==> config.mk <==
export PLATFORM = sky130hd
export DESIGN_NAME = utf8_to_utf16_transcoder
export DESIGN_NICKNAME = d
export VERILOG_FILES = /design/src/rtl/u2u_pkg.sv /design/src/rtl/u2u_front.sv /design/src/rtl/u2u_queue.sv /design/src/rtl/u2u_back.sv /design/src/rtl/utf8_to_utf16_transcoder.sv
export SDC_FILE = /design/constraint.sdc
export NUM_CORES = 1
export LEC_CHECK = 0
export ABC_AREA = 1
export BUFFER_PORTS_ARGS = -buffer_cell sky130_fd_sc_hd__buf_2
export CORE_UTILIZATION = 45
export DETAILED_ROUTE_END_ITERATION = 10
export PLACE_DENSITY = 0.71
export SLEW_MARGIN = 10
export SYNTH_ARGS = -nofsm -noshare
export SYNTH_HDL_FRONTEND = slang
export SYNTH_SLANG_ARGS = --single-unit
==> constraint.sdc <==
create_clock -name i_clk -period 3.65 [get_ports i_clk]
set_clock_uncertainty 0.1 [all_clocks]
set_input_delay 1.095 -clock i_clk [delete_from_list [all_inputs] [get_ports i_clk]]
set_output_delay 1.095 -clock i_clk [all_outputs]
set_load 0.02 [all_outputs]
==> src/rtl/u2u_pkg.sv <==
// ----------------------------------------------------------------------------
// u2u_pkg
// Types and constants shared by the UTF-8 to UTF-16 transcoder modules.
// ----------------------------------------------------------------------------
package u2u_pkg;

    localparam int CFG_IDX_W = 2;

    localparam logic [CFG_IDX_W-1:0] CFG_ADD_TERMINATOR      = 2'd0;
    localparam logic [CFG_IDX_W-1:0] CFG_ADD_BYTE_ORDER_MARK = 2'd1;

    localparam logic [15:0] BYTE_ORDER_MARK = 16'hFEFF;
    localparam logic [20:0] PLANE_ONE_BASE  = 21'h10000;
    localparam logic [5:0]  HIGH_SURR_TAG   = 6'b110110;
    localparam logic [5:0]  LOW_SURR_TAG    = 6'b110111;

    typedef struct packed {
        logic [7:0] text_byte;
        logic       end_of_text;
    } t_in_item;

    typedef struct packed {
        logic [15:0] code_unit;
        logic        unit_valid;
        logic        last_in_run;
        logic        text_done;
    } t_out_item;

    // work for the back end, one entry per accepted byte that yields results
    typedef struct packed {
        logic        bom;
        logic [1:0]  num_units;
        logic [15:0] unit0;
        logic [15:0] unit1;
        logic        term;
        logic        marker;
        logic        eot;
    } t_job;

endpackage

==> src/rtl/u2u_front.sv <==
// ----------------------------------------------------------------------------
// u2u_front
// Byte decoder: tracks sequence state and config, and forms one job per byte that yields results.
// ----------------------------------------------------------------------------
module u2u_front (
    input  logic                          i_clk,
    input  logic                          i_rst_n,
    input  logic                          i_accept,
    input  u2u_pkg::t_in_item             i_in,
    input  logic                          i_cfg_wr,
    input  logic [u2u_pkg::CFG_IDX_W-1:0] i_cfg_index,
    input  logic                          i_cfg_data,
    output logic                          o_job_push,
    output u2u_pkg::t_job                 o_job
);
    import u2u_pkg::*;

    logic [1:0]  r_pending, n_pending;
    logic [20:0] r_point, n_point;
    logic        r_bom_sent, n_bom_sent;
    logic        r_add_term;
    logic        r_add_bom;

    logic [7:0]  b;
    logic [20:0] shifted;
    logic [20:0] cp;
    logic [20:0] offs;
    logic        has_pt;
    logic        emit_bom;
    logic        term;
    logic        marker;

    assign b       = i_in.text_byte;
    assign shifted = {r_point[14:0], b[5:0]};
    assign offs    = cp - PLANE_ONE_BASE;

    always_comb begin
        n_pending = r_pending;
        n_point   = r_point;
        has_pt    = 1'b0;
        cp        = {13'd0, b};
        if (r_pending != 2'd0) begin
            n_pending = r_pending - 2'd1;
            cp        = shifted;
            if (r_pending == 2'd1) begin
                has_pt  = 1'b1;
                n_point = '0;
            end else begin
                n_point = shifted;
            end
        end else if (b[7:3] == 5'b11110) begin
            n_point   = {18'd0, b[2:0]};
            n_pending = 2'd3;
        end else if (b[7:4] == 4'b1110) begin
            n_point   = {17'd0, b[3:0]};
            n_pending = 2'd2;
        end else if (b[7:5] == 3'b110) begin
            n_point   = {16'd0, b[4:0]};
            n_pending = 2'd1;
        end else begin
            has_pt = 1'b1;
        end
        n_bom_sent = 1'b1;
        if (i_in.end_of_text) begin
            n_pending  = 2'd0;
            n_point    = '0;
            n_bom_sent = 1'b0;
        end
    end

    assign emit_bom = !r_bom_sent && r_add_bom;
    assign term     = i_in.end_of_text && r_add_term;
    assign marker   = i_in.end_of_text && !emit_bom && !has_pt && !term;

    always_comb begin
        o_job.bom    = emit_bom;
        o_job.term   = term;
        o_job.marker = marker;
        o_job.eot    = i_in.end_of_text;
        if (!has_pt) begin
            o_job.num_units = 2'd0;
            o_job.unit0     = cp[15:0];
            o_job.unit1     = cp[15:0];
        end else if (cp[20:16] == 5'd0) begin
            o_job.num_units = 2'd1;
            o_job.unit0     = cp[15:0];
            o_job.unit1     = cp[15:0];
        end else begin
            o_job.num_units = 2'd2;
            o_job.unit0     = {HIGH_SURR_TAG, offs[19:10]};
            o_job.unit1     = {LOW_SURR_TAG, offs[9:0]};
        end
    end

    assign o_job_push = i_accept && (emit_bom || has_pt || term || marker);

    always_ff @(posedge i_clk) begin
        if (!i_rst_n) begin
            r_pending  <= '0;
            r_point    <= '0;
            r_bom_sent <= 1'b0;
            r_add_term <= 1'b0;
            r_add_bom  <= 1'b0;
        end else begin
            if (i_accept) begin
                r_pending  <= n_pending;
                r_point    <= n_point;
                r_bom_sent <= n_bom_sent;
            end
            if (i_cfg_wr) begin
                case (i_cfg_index)
                    CFG_ADD_TERMINATOR:      r_add_term <= i_cfg_data;
                    CFG_ADD_BYTE_ORDER_MARK: r_add_bom  <= i_cfg_data;
                    default: ;
                endcase
            end
        end
    end

endmodule

==> src/rtl/u2u_queue.sv <==
// ----------------------------------------------------------------------------
// u2u_queue
// Short register queue of jobs between the decoder and the unit sequencer.
// ----------------------------------------------------------------------------
module u2u_queue #(
    parameter int DEPTH = 4
) (
    input  logic          i_clk,
    input  logic          i_rst_n,
    input  logic          i_wr_en,
    input  u2u_pkg::t_job i_wr_data,
    output logic          o_full,
    input  logic          i_rd_en,
    output u2u_pkg::t_job o_rd_data,
    output logic          o_empty
);
    import u2u_pkg::*;

    localparam int PTR_W = $clog2(DEPTH);
    localparam int CNT_W = $clog2(DEPTH + 1);

    t_job             r_mem [DEPTH];
    logic [PTR_W-1:0] r_wr_ptr;
    logic [PTR_W-1:0] r_rd_ptr;
    logic [CNT_W-1:0] r_count;

    logic do_wr;
    logic do_rd;

    assign o_full    = (r_count == CNT_W'(DEPTH));
    assign o_empty   = (r_count == '0);
    assign o_rd_data = r_mem[r_rd_ptr];
    assign do_wr     = i_wr_en && !o_full;
    assign do_rd     = i_rd_en && !o_empty;

    always_ff @(posedge i_clk) begin
        if (do_wr) begin
            r_mem[r_wr_ptr] <= i_wr_data;
        end
    end

    always_ff @(posedge i_clk) begin
        if (!i_rst_n) begin
            r_wr_ptr <= '0;
            r_rd_ptr <= '0;
            r_count  <= '0;
        end else begin
            if (do_wr) begin
                r_wr_ptr <= (r_wr_ptr == PTR_W'(DEPTH - 1)) ? '0 : r_wr_ptr + 1'b1;
            end
            if (do_rd) begin
                r_rd_ptr <= (r_rd_ptr == PTR_W'(DEPTH - 1)) ? '0 : r_rd_ptr + 1'b1;
            end
            if (do_wr && !do_rd) begin
                r_count <= r_count + 1'b1;
            end else if (do_rd && !do_wr) begin
                r_count <= r_count - 1'b1;
            end
        end
    end

endmodule

==> src/rtl/u2u_back.sv <==
// ----------------------------------------------------------------------------
// u2u_back
// Unit sequencer: walks the results of each job into the output register.
// ----------------------------------------------------------------------------
module u2u_back (
    input  logic               i_clk,
    input  logic               i_rst_n,
    input  logic               i_job_empty,
    input  u2u_pkg::t_job      i_job,
    output logic               o_job_pop,
    input  logic               i_out_pop,
    output logic               o_out_empty,
    output u2u_pkg::t_out_item o_out
);
    import u2u_pkg::*;

    logic [1:0] r_step;
    logic       r_out_valid;
    t_out_item  r_out;

    logic [2:0] num_results;
    logic [1:0] unit_idx;
    logic       last;
    logic       advance;
    t_out_item  n_out;

    assign num_results = {2'd0, i_job.bom} + {1'b0, i_job.num_units}
                       + {2'd0, i_job.term} + {2'd0, i_job.marker};
    assign unit_idx    = r_step - {1'b0, i_job.bom};
    assign last        = ({1'b0, r_step} == num_results - 3'd1);
    assign advance     = !i_job_empty && (!r_out_valid || i_out_pop);

    always_comb begin
        n_out.last_in_run = last;
        n_out.text_done   = last && i_job.eot;
        n_out.unit_valid  = 1'b1;
        if (i_job.bom && r_step == 2'd0) begin
            n_out.code_unit = BYTE_ORDER_MARK;
        end else if (unit_idx < i_job.num_units) begin
            n_out.code_unit = (unit_idx == 2'd0) ? i_job.unit0 : i_job.unit1;
        end else if (i_job.term) begin
            n_out.code_unit = '0;
        end else begin
            n_out.code_unit  = '0;
            n_out.unit_valid = 1'b0;
        end
    end

    assign o_job_pop   = advance && last;
    assign o_out_empty = !r_out_valid;
    assign o_out       = r_out;

    always_ff @(posedge i_clk) begin
        if (advance) begin
            r_out <= n_out;
        end
    end

    always_ff @(posedge i_clk) begin
        if (!i_rst_n) begin
            r_step      <= '0;
            r_out_valid <= 1'b0;
        end else begin
            if (advance) begin
                r_out_valid <= 1'b1;
                r_step      <= last ? 2'd0 : r_step + 2'd1;
            end else if (i_out_pop) begin
                r_out_valid <= 1'b0;
            end
        end
    end

endmodule

==> src/rtl/utf8_to_utf16_transcoder.sv <==
// With the sequencer idle, the first result of a byte is written to the job queue on the
// edge that accepts the byte and reaches the output ports through the output register.
// Throughput: one byte per cycle in while full is low; the sequencer emits one
// result per cycle while the receiver pops, so a byte holds the back end until all
// its results are out and the job queue (QUEUE_DEPTH entries) takes up the difference.
// Reset: synchronous, active low; clears decoder state, config, queue and output.
// ----------------------------------------------------------------------------
// utf8_to_utf16_transcoder
// UTF-8 byte stream in, UTF-16 code units out, with optional BOM and terminator.
// ----------------------------------------------------------------------------
module utf8_to_utf16_transcoder #(
    parameter int QUEUE_DEPTH = 4
) (
    input  logic                          i_clk,
    input  logic                          i_rst_n,
    input  logic                          push,
    output logic                          full,
    input  u2u_pkg::t_in_item             i_in,
    output logic                          empty,
    input  logic                          pop,
    output u2u_pkg::t_out_item            o_out,
    input  logic                          i_cfg_valid,
    output logic                          o_cfg_ready,
    input  logic [u2u_pkg::CFG_IDX_W-1:0] i_cfg_index,
    input  logic                          i_cfg_data
);
    import u2u_pkg::*;

    logic accept;
    logic job_push;
    logic job_pop;
    logic job_empty;
    t_job wr_job;
    t_job rd_job;

    assign o_cfg_ready = 1'b1;
    assign accept      = push && !full;

    u2u_front u_front (
        .i_clk       (i_clk),
        .i_rst_n     (i_rst_n),
        .i_accept    (accept),
        .i_in        (i_in),
        .i_cfg_wr    (i_cfg_valid && o_cfg_ready),
        .i_cfg_index (i_cfg_index),
        .i_cfg_data  (i_cfg_data),
        .o_job_push  (job_push),
        .o_job       (wr_job)
    );

    u2u_queue #(
        .DEPTH (QUEUE_DEPTH)
    ) u_queue (
        .i_clk     (i_clk),
        .i_rst_n   (i_rst_n),
        .i_wr_en   (job_push),
        .i_wr_data (wr_job),
        .o_full    (full),
        .i_rd_en   (job_pop),
        .o_rd_data (rd_job),
        .o_empty   (job_empty)
    );

    u2u_back u_back (
        .i_clk       (i_clk),
        .i_rst_n     (i_rst_n),
        .i_job_empty (job_empty),
        .i_job       (rd_job),
        .o_job_pop   (job_pop),
        .i_out_pop   (pop),
        .o_out_empty (empty),
        .o_out       (o_out)
    );

endmodule

# ---- Word level (Yosys, flattened, before mapping)
# Memories as Yosys holds them, arrays and structs flattened. A register that Yosys moved wholly into a read port is not among the register bits.
# Index checks and enable logic that the tools add are counted.
dict set report op_classes {
  div_mod_pow 0
  n_addsub 12
  shifts 0
  n_reduce_logical 42
  bitwise 1
  multipliers 0
  muxes 34
  order_cmp 1
  n_eq_ne 9
}
# operator n
set op_table {}
lappend op_table {{$mux W15} 6}
lappend op_table {{$mux W34} 2}
lappend op_table {{$mux W16} 2}
lappend op_table {{$mux W21} 1}
lappend op_table {{$mux W2} 10}
lappend op_table {{$sub A20 B17 Y20 const B} 1}
lappend op_table {{$logic_and A1 B1 Y1} 15}
lappend op_table {{$mux W1} 11}
lappend op_table {{$logic_not A1 Y1} 9}
lappend op_table {{$add A2 B1 Y2 const B} 3}
lappend op_table {{$add A3 B1 Y3} 2}
lappend op_table {{$eq A3 B3 Y1 const B} 2}
lappend op_table {{$logic_not A2 Y1} 3}
lappend op_table {{$mux W3} 2}
lappend op_table {{$reduce_and A2 Y1} 3}
lappend op_table {{$reduce_bool A2 Y1} 3}
lappend op_table {{$sub A3 B1 Y3 const B} 2}
lappend op_table {{$eq A5 B5 Y1 const B} 1}
lappend op_table {{$logic_not A5 Y1} 1}
lappend op_table {{$reduce_bool A5 Y1} 1}
lappend op_table {{$eq A2 B1 Y1 const B} 2}
lappend op_table {{$eq A2 B2 Y1 const B} 2}
lappend op_table {{$eq A4 B4 Y1 const B} 1}
lappend op_table {{$logic_or A1 B1 Y1} 4}
lappend op_table {{9 further kinds} 10}
dict set report totals {
  mem_bits_ro 0
  regBits 49
  latchBits 0
  ramBits 152
  mem_count 1
}
# name words word_bits rd rd_clocked_by_memory_dff wr line_no
set mem_list {}
lappend mem_list {u_queue.r_mem 4 38 1 1 1 u2u_queue.sv:22} ;# t_job r_mem [DEPTH];

# ---- Longest topological paths before layout
dict set report logic_depth {
  ltp_word 15
  depth_mapped 19
}

# ---- Hierarchy
# Synthesis repeated with hierarchy kept, for this count alone.
dict set report hier_totals {
  hier_cells 903
  hier_area_um2 9192.6
}
# module area_each_um2 seq_area_each_um2 instances cells_per_inst
set modules_own_cells {}
lappend modules_own_cells {u2u_queue 6139.6 4744.6 1 440}
lappend modules_own_cells {u2u_front 1634.1 400.4 1 282}
lappend modules_own_cells {u2u_back 1397.6 630.6 1 177}
lappend modules_own_cells {utf8_to_utf16_transcoder 21.3 0.0 1 4}

# ---- Worst setup path after synthesis
# Ideal clock, no wire load.
dict set report synth_path {
  kind {register to register}
  startpoint {register (tool-made name)}
  endpoint {register u_queue.r_count[2]}
  arrival_ps 3590
  setup_slack_ps -162
  required_ps 3428
  path_stages_with_launch 19
  cell_sequence {dfxtp_1 -> inv_2 -> buf_6 -> clkbuf_1 -> nand2_1 -> a32o_1 -> ha_1 -> fa_1 -> fa_1 -> nand2_1 -> nor3b_2 -> nand3_4 -> ha_1 -> inv_1 -> fa_1 -> a21oi_1 -> o21ai_0 -> o21ai_0 -> a21oi_1}
}
# element line_no
set synth_rtl {}
lappend synth_rtl {{end signal, assigned} u2u_queue.sv:55} ;# r_count <= r_count + 1'b1;
lappend synth_rtl {{end signal, assigned} u2u_queue.sv:57} ;# r_count <= r_count - 1'b1;
lappend synth_rtl {{end, declared} u2u_queue.sv:25} ;# logic [CNT_W-1:0] r_count;

==> out/qor.csv <==
stage,metric,value,unit
setup_path,cp-start-kind,register,
setup_path,worst-path-max-fanout,9,
power,vdd_drop_max,0.436,mV
detailed_routing,wirelength,15900,um
finish,fill_cells,1452,
finish,final_cell_mix,"nand2_1, edfxtp_1, a21oi_1",
setup_path,arrival,3.68,ns
clock_tree,cts_tree,done,
power,switchingPower,3.09,mW
sta,setup_violations,0,
global_route,grt_pass1_wl,25400,um
synthesis,synthFlopType,edfxtp_1,
global_route,grt_use_total,18.8,%
synthesis,ys_seq_area_share,66.0,%
detailed_routing,drc_errors,0,
die,die_area,18000,um2
synthesis,synth_area,7850,um2
detailed_routing,ant_nets,0,
clock_tree,cts.sinks,183,
power,pwr-share-comb,42.2,%
synthesis,synth-edff-count,151,
status,outcome,"complete, no violations",
setup_path,cp_common_cell,fa_2,
sta,fmax,289,MHz
sta,tightest_slew,0.671,ns
synthesis,synth_warnings,0,
clock_tree,htreeDepth,4,
synthesis,synthCells,708,
setup_path,cp_cell_sequence,nand2_1 -> a32o_1 -> ha_4 -> fa_2 -> fa_1 -> nor2_1 -> nor3b_2 -> nand3_4 -> ha_2 -> inv_2 -> fa_2 -> o21ai_1 -> a21oi_1,
finish,drive_gt1_share,16.1,%
synthesis,syn_nets,739,
finish,final_common_cell,nand2_1,
place,hpwl,9960,um
clock_tree,clk_pin_slew,0.07,ns
global_route,antenna_found_initial,0,
synthesis,ys_ff_latch,183,
power,cellInternalPower,4.87,mW
die,die_h,134,um
die,rows,47,
finish,utilization,53.0,%
sta,finalCritPeriodShare,94.8,%
sta,hold_violations,0,
clock_tree,root_buffer,clkbuf_16,
power,p_sw_share,38.8,%
sta,max_slew_margin,54.8,%
clock_tree,clock_path_buffers,2,
sta,drv_slew,0,
synthesis,ys_async_sr_fraction,0,%
global_route,first_global_vias,4902,
global_route,grt_max_degree,61,
global_route,grt_overflow,0,
place,numPortBuffers,37,
die,io_pins,39,
place,place.gp.congestion,0.788,
setup_path,cp.required,3.87,ns
detailed_routing,viasPerCell,5.30,
setup_path,cp-end-kind,register,
setup_path,cpMaxStageDelayCell,fa_1,
flow_run,cap_violations,0,
power,seq_power_share,36.4,%
clock_tree,cts_hold_buffers,0,
clock_tree,clk-insertion-delay-late,0.44,ns
setup_path,slowest_delay,0.53,ns
setup_path,crit_type,register to register,
hold_path,min_path_type,register to register,
finish,fin_nets,777,
detailed_routing,wl_per_cell,16.2,um
die,core,16800,um2
finish,antenna_cells,0,
synthesis,avgSynthCellArea,11.1,um2
clock_tree,cts_buffers,17,
die,die_w,134,um
power,power_frac_clock,21.4,%
synthesis,ys_types,44,
power,total_power,7.96,mW
die,initial_core_util,46.7,%
detailed_routing,firstDrtPassIters,5,
power,p_leak,3.47,nW
power,power_density,892,nW/um2
finish,syn_to_final_growth,13.7,%
detailed_routing,drt_iter0_markers,459,
sta,period_needed,3.46,ns
detailed_routing,num_vias,5188,
## logic make-up (layout without fill, tap and decap cells)
group / after synthesis / after routing / share of synthesized area, %
adder cells (fa/ha/maj): 14 / 14 / 2.52
other: 1 / 1 / 0.0478
AND/OR/NAND/NOR: 275 / 275 / 15.2
flip-flops: 183 / 183 / 66.0
AO/OA/AOI/OAI: 141 / 141 / 10.4
buffers and inverters: 90 / 141 / 5.42
XOR/XNOR: 4 / 4 / 0.447
## state kept, by name, summed over array words and instances, names as in the netlist, 2 cells and up, named ones only
name               flops
u_queue.r_mem        132
u_front.r_pending      2
u_back.o_out          19
u_queue.r_count        3
u_queue.r_rd_ptr       2
u_front.r_point       15
u_queue.r_wr_ptr       2
u_back.r_step          2
## per-layer routing
metal	vias up	GRT usage (%)	wire length (um)
met2	166	29.2	7450
met1	2476	26.3	7270
met5	-	0	0
li1	2530	-	-
met3	16	3.59	969
met4	0	6.99	205
## power by group through the flow
stage | sequential (mW) | combinational (mW) | clock, mW
6_report | 2.89 | 3.36 | 1.71
3_3_place_gp | 2.92 | 3.18 | 0
4_1_cts | 2.89 | 3.26 | 1.73
2_1_floorplan | 3.06 | 2.33 | 0
5_1_grt | 2.92 | 3.78 | 1.82
3_5_place_dp | 2.93 | 3.23 | 0
## critical path, delay by kind of cell (launching register included)
family	cells	cell delay (ns)
adders and majority gates	5	1.76
and+or+nand+nor	4	0.53
buffers and inverters	1	0.08
DFF	1	0.42
AOI/OAI and AO/OA	3	0.46
## synth_stat cells, types with 6 or more instances
cell	count	area share (%)
dfxtp_1	32	8.2
nand2_1	159	7.6
o21ai_0	37	2.4
inv_1	47	2.2
a22o_1	20	2.2
edfxtp_1	151	58
ha_1	11	1.8
a21oi_1	65	4.1
nor2_1	54	2.6
nand3_1	34	2.2
buf_4	7	0.67
buf_2	17	1.1
inv_2	6	0.29
## metrics by stage
| step | setup slack, ns | area, um2 | setup TNS (ns) | instances | hold WS (ns) |
|---|---|---|---|---|---|
| 2_1_floorplan | 0.0107 | 7870 | 0 | 708 | 0.339 |
| 3_3_place_gp | 0.0830 | 8280 | 0 | 943 | 0.352 |
| 3_5_place_dp | -0.00647 | 8280 | -0.00647 | 943 | 0.357 |
| 4_1_cts | 0.0175 | 8840 | 0 | 975 | 0.368 |
| 5_1_grt | -0.0118 | 8920 | -0.0118 | 979 | 0.391 |
| 6_report | 0.190 | 8920 | 0 | 979 | 0.368 |
## final cells by class
| class | instances | area (um2) | area share [%] |
|---|---|---|---|
| Inverter | 55 | 211 | 2.37 |
| Clock inverter | 14 | 124 | 1.39 |
| Sequential cell | 183 | 5180 | 58.1 |
| Clock buffer | 18 | 429 | 4.81 |
| Tap cell | 220 | 275 | 3.09 |
| Multi-Input combinational cell | 435 | 2300 | 25.7 |
| Timing Repair Buffer | 54 | 404 | 4.53 |
## path summary, 6_finish.rpt
path                                         start                 end  slack, ns  cells after the start
worst max-delay path                      register  u_queue.r_count[1]       0.19                     13
worst min-delay path            u_front.r_point[0]  u_front.r_point[0]       0.37                      2
worst max register to register            register  u_queue.r_count[1]       0.19                     13
worst min register to register  u_front.r_point[0]  u_front.r_point[0]       0.37                      2
## what timing repair did
| item | in CTS | in global routing |
|---|---|---|
| gates cloned | 0 | 1 |
| gates resized for setup | 2 | 9 |
| pin swaps | 1 | 4 |
| setup endpoints to repair | 2 | 2 |
| hold endpoints to repair | 0 | 0 |
| buffers inserted | 0 | 3 |
Note: power is estimated with default switching activity, not from simulation.
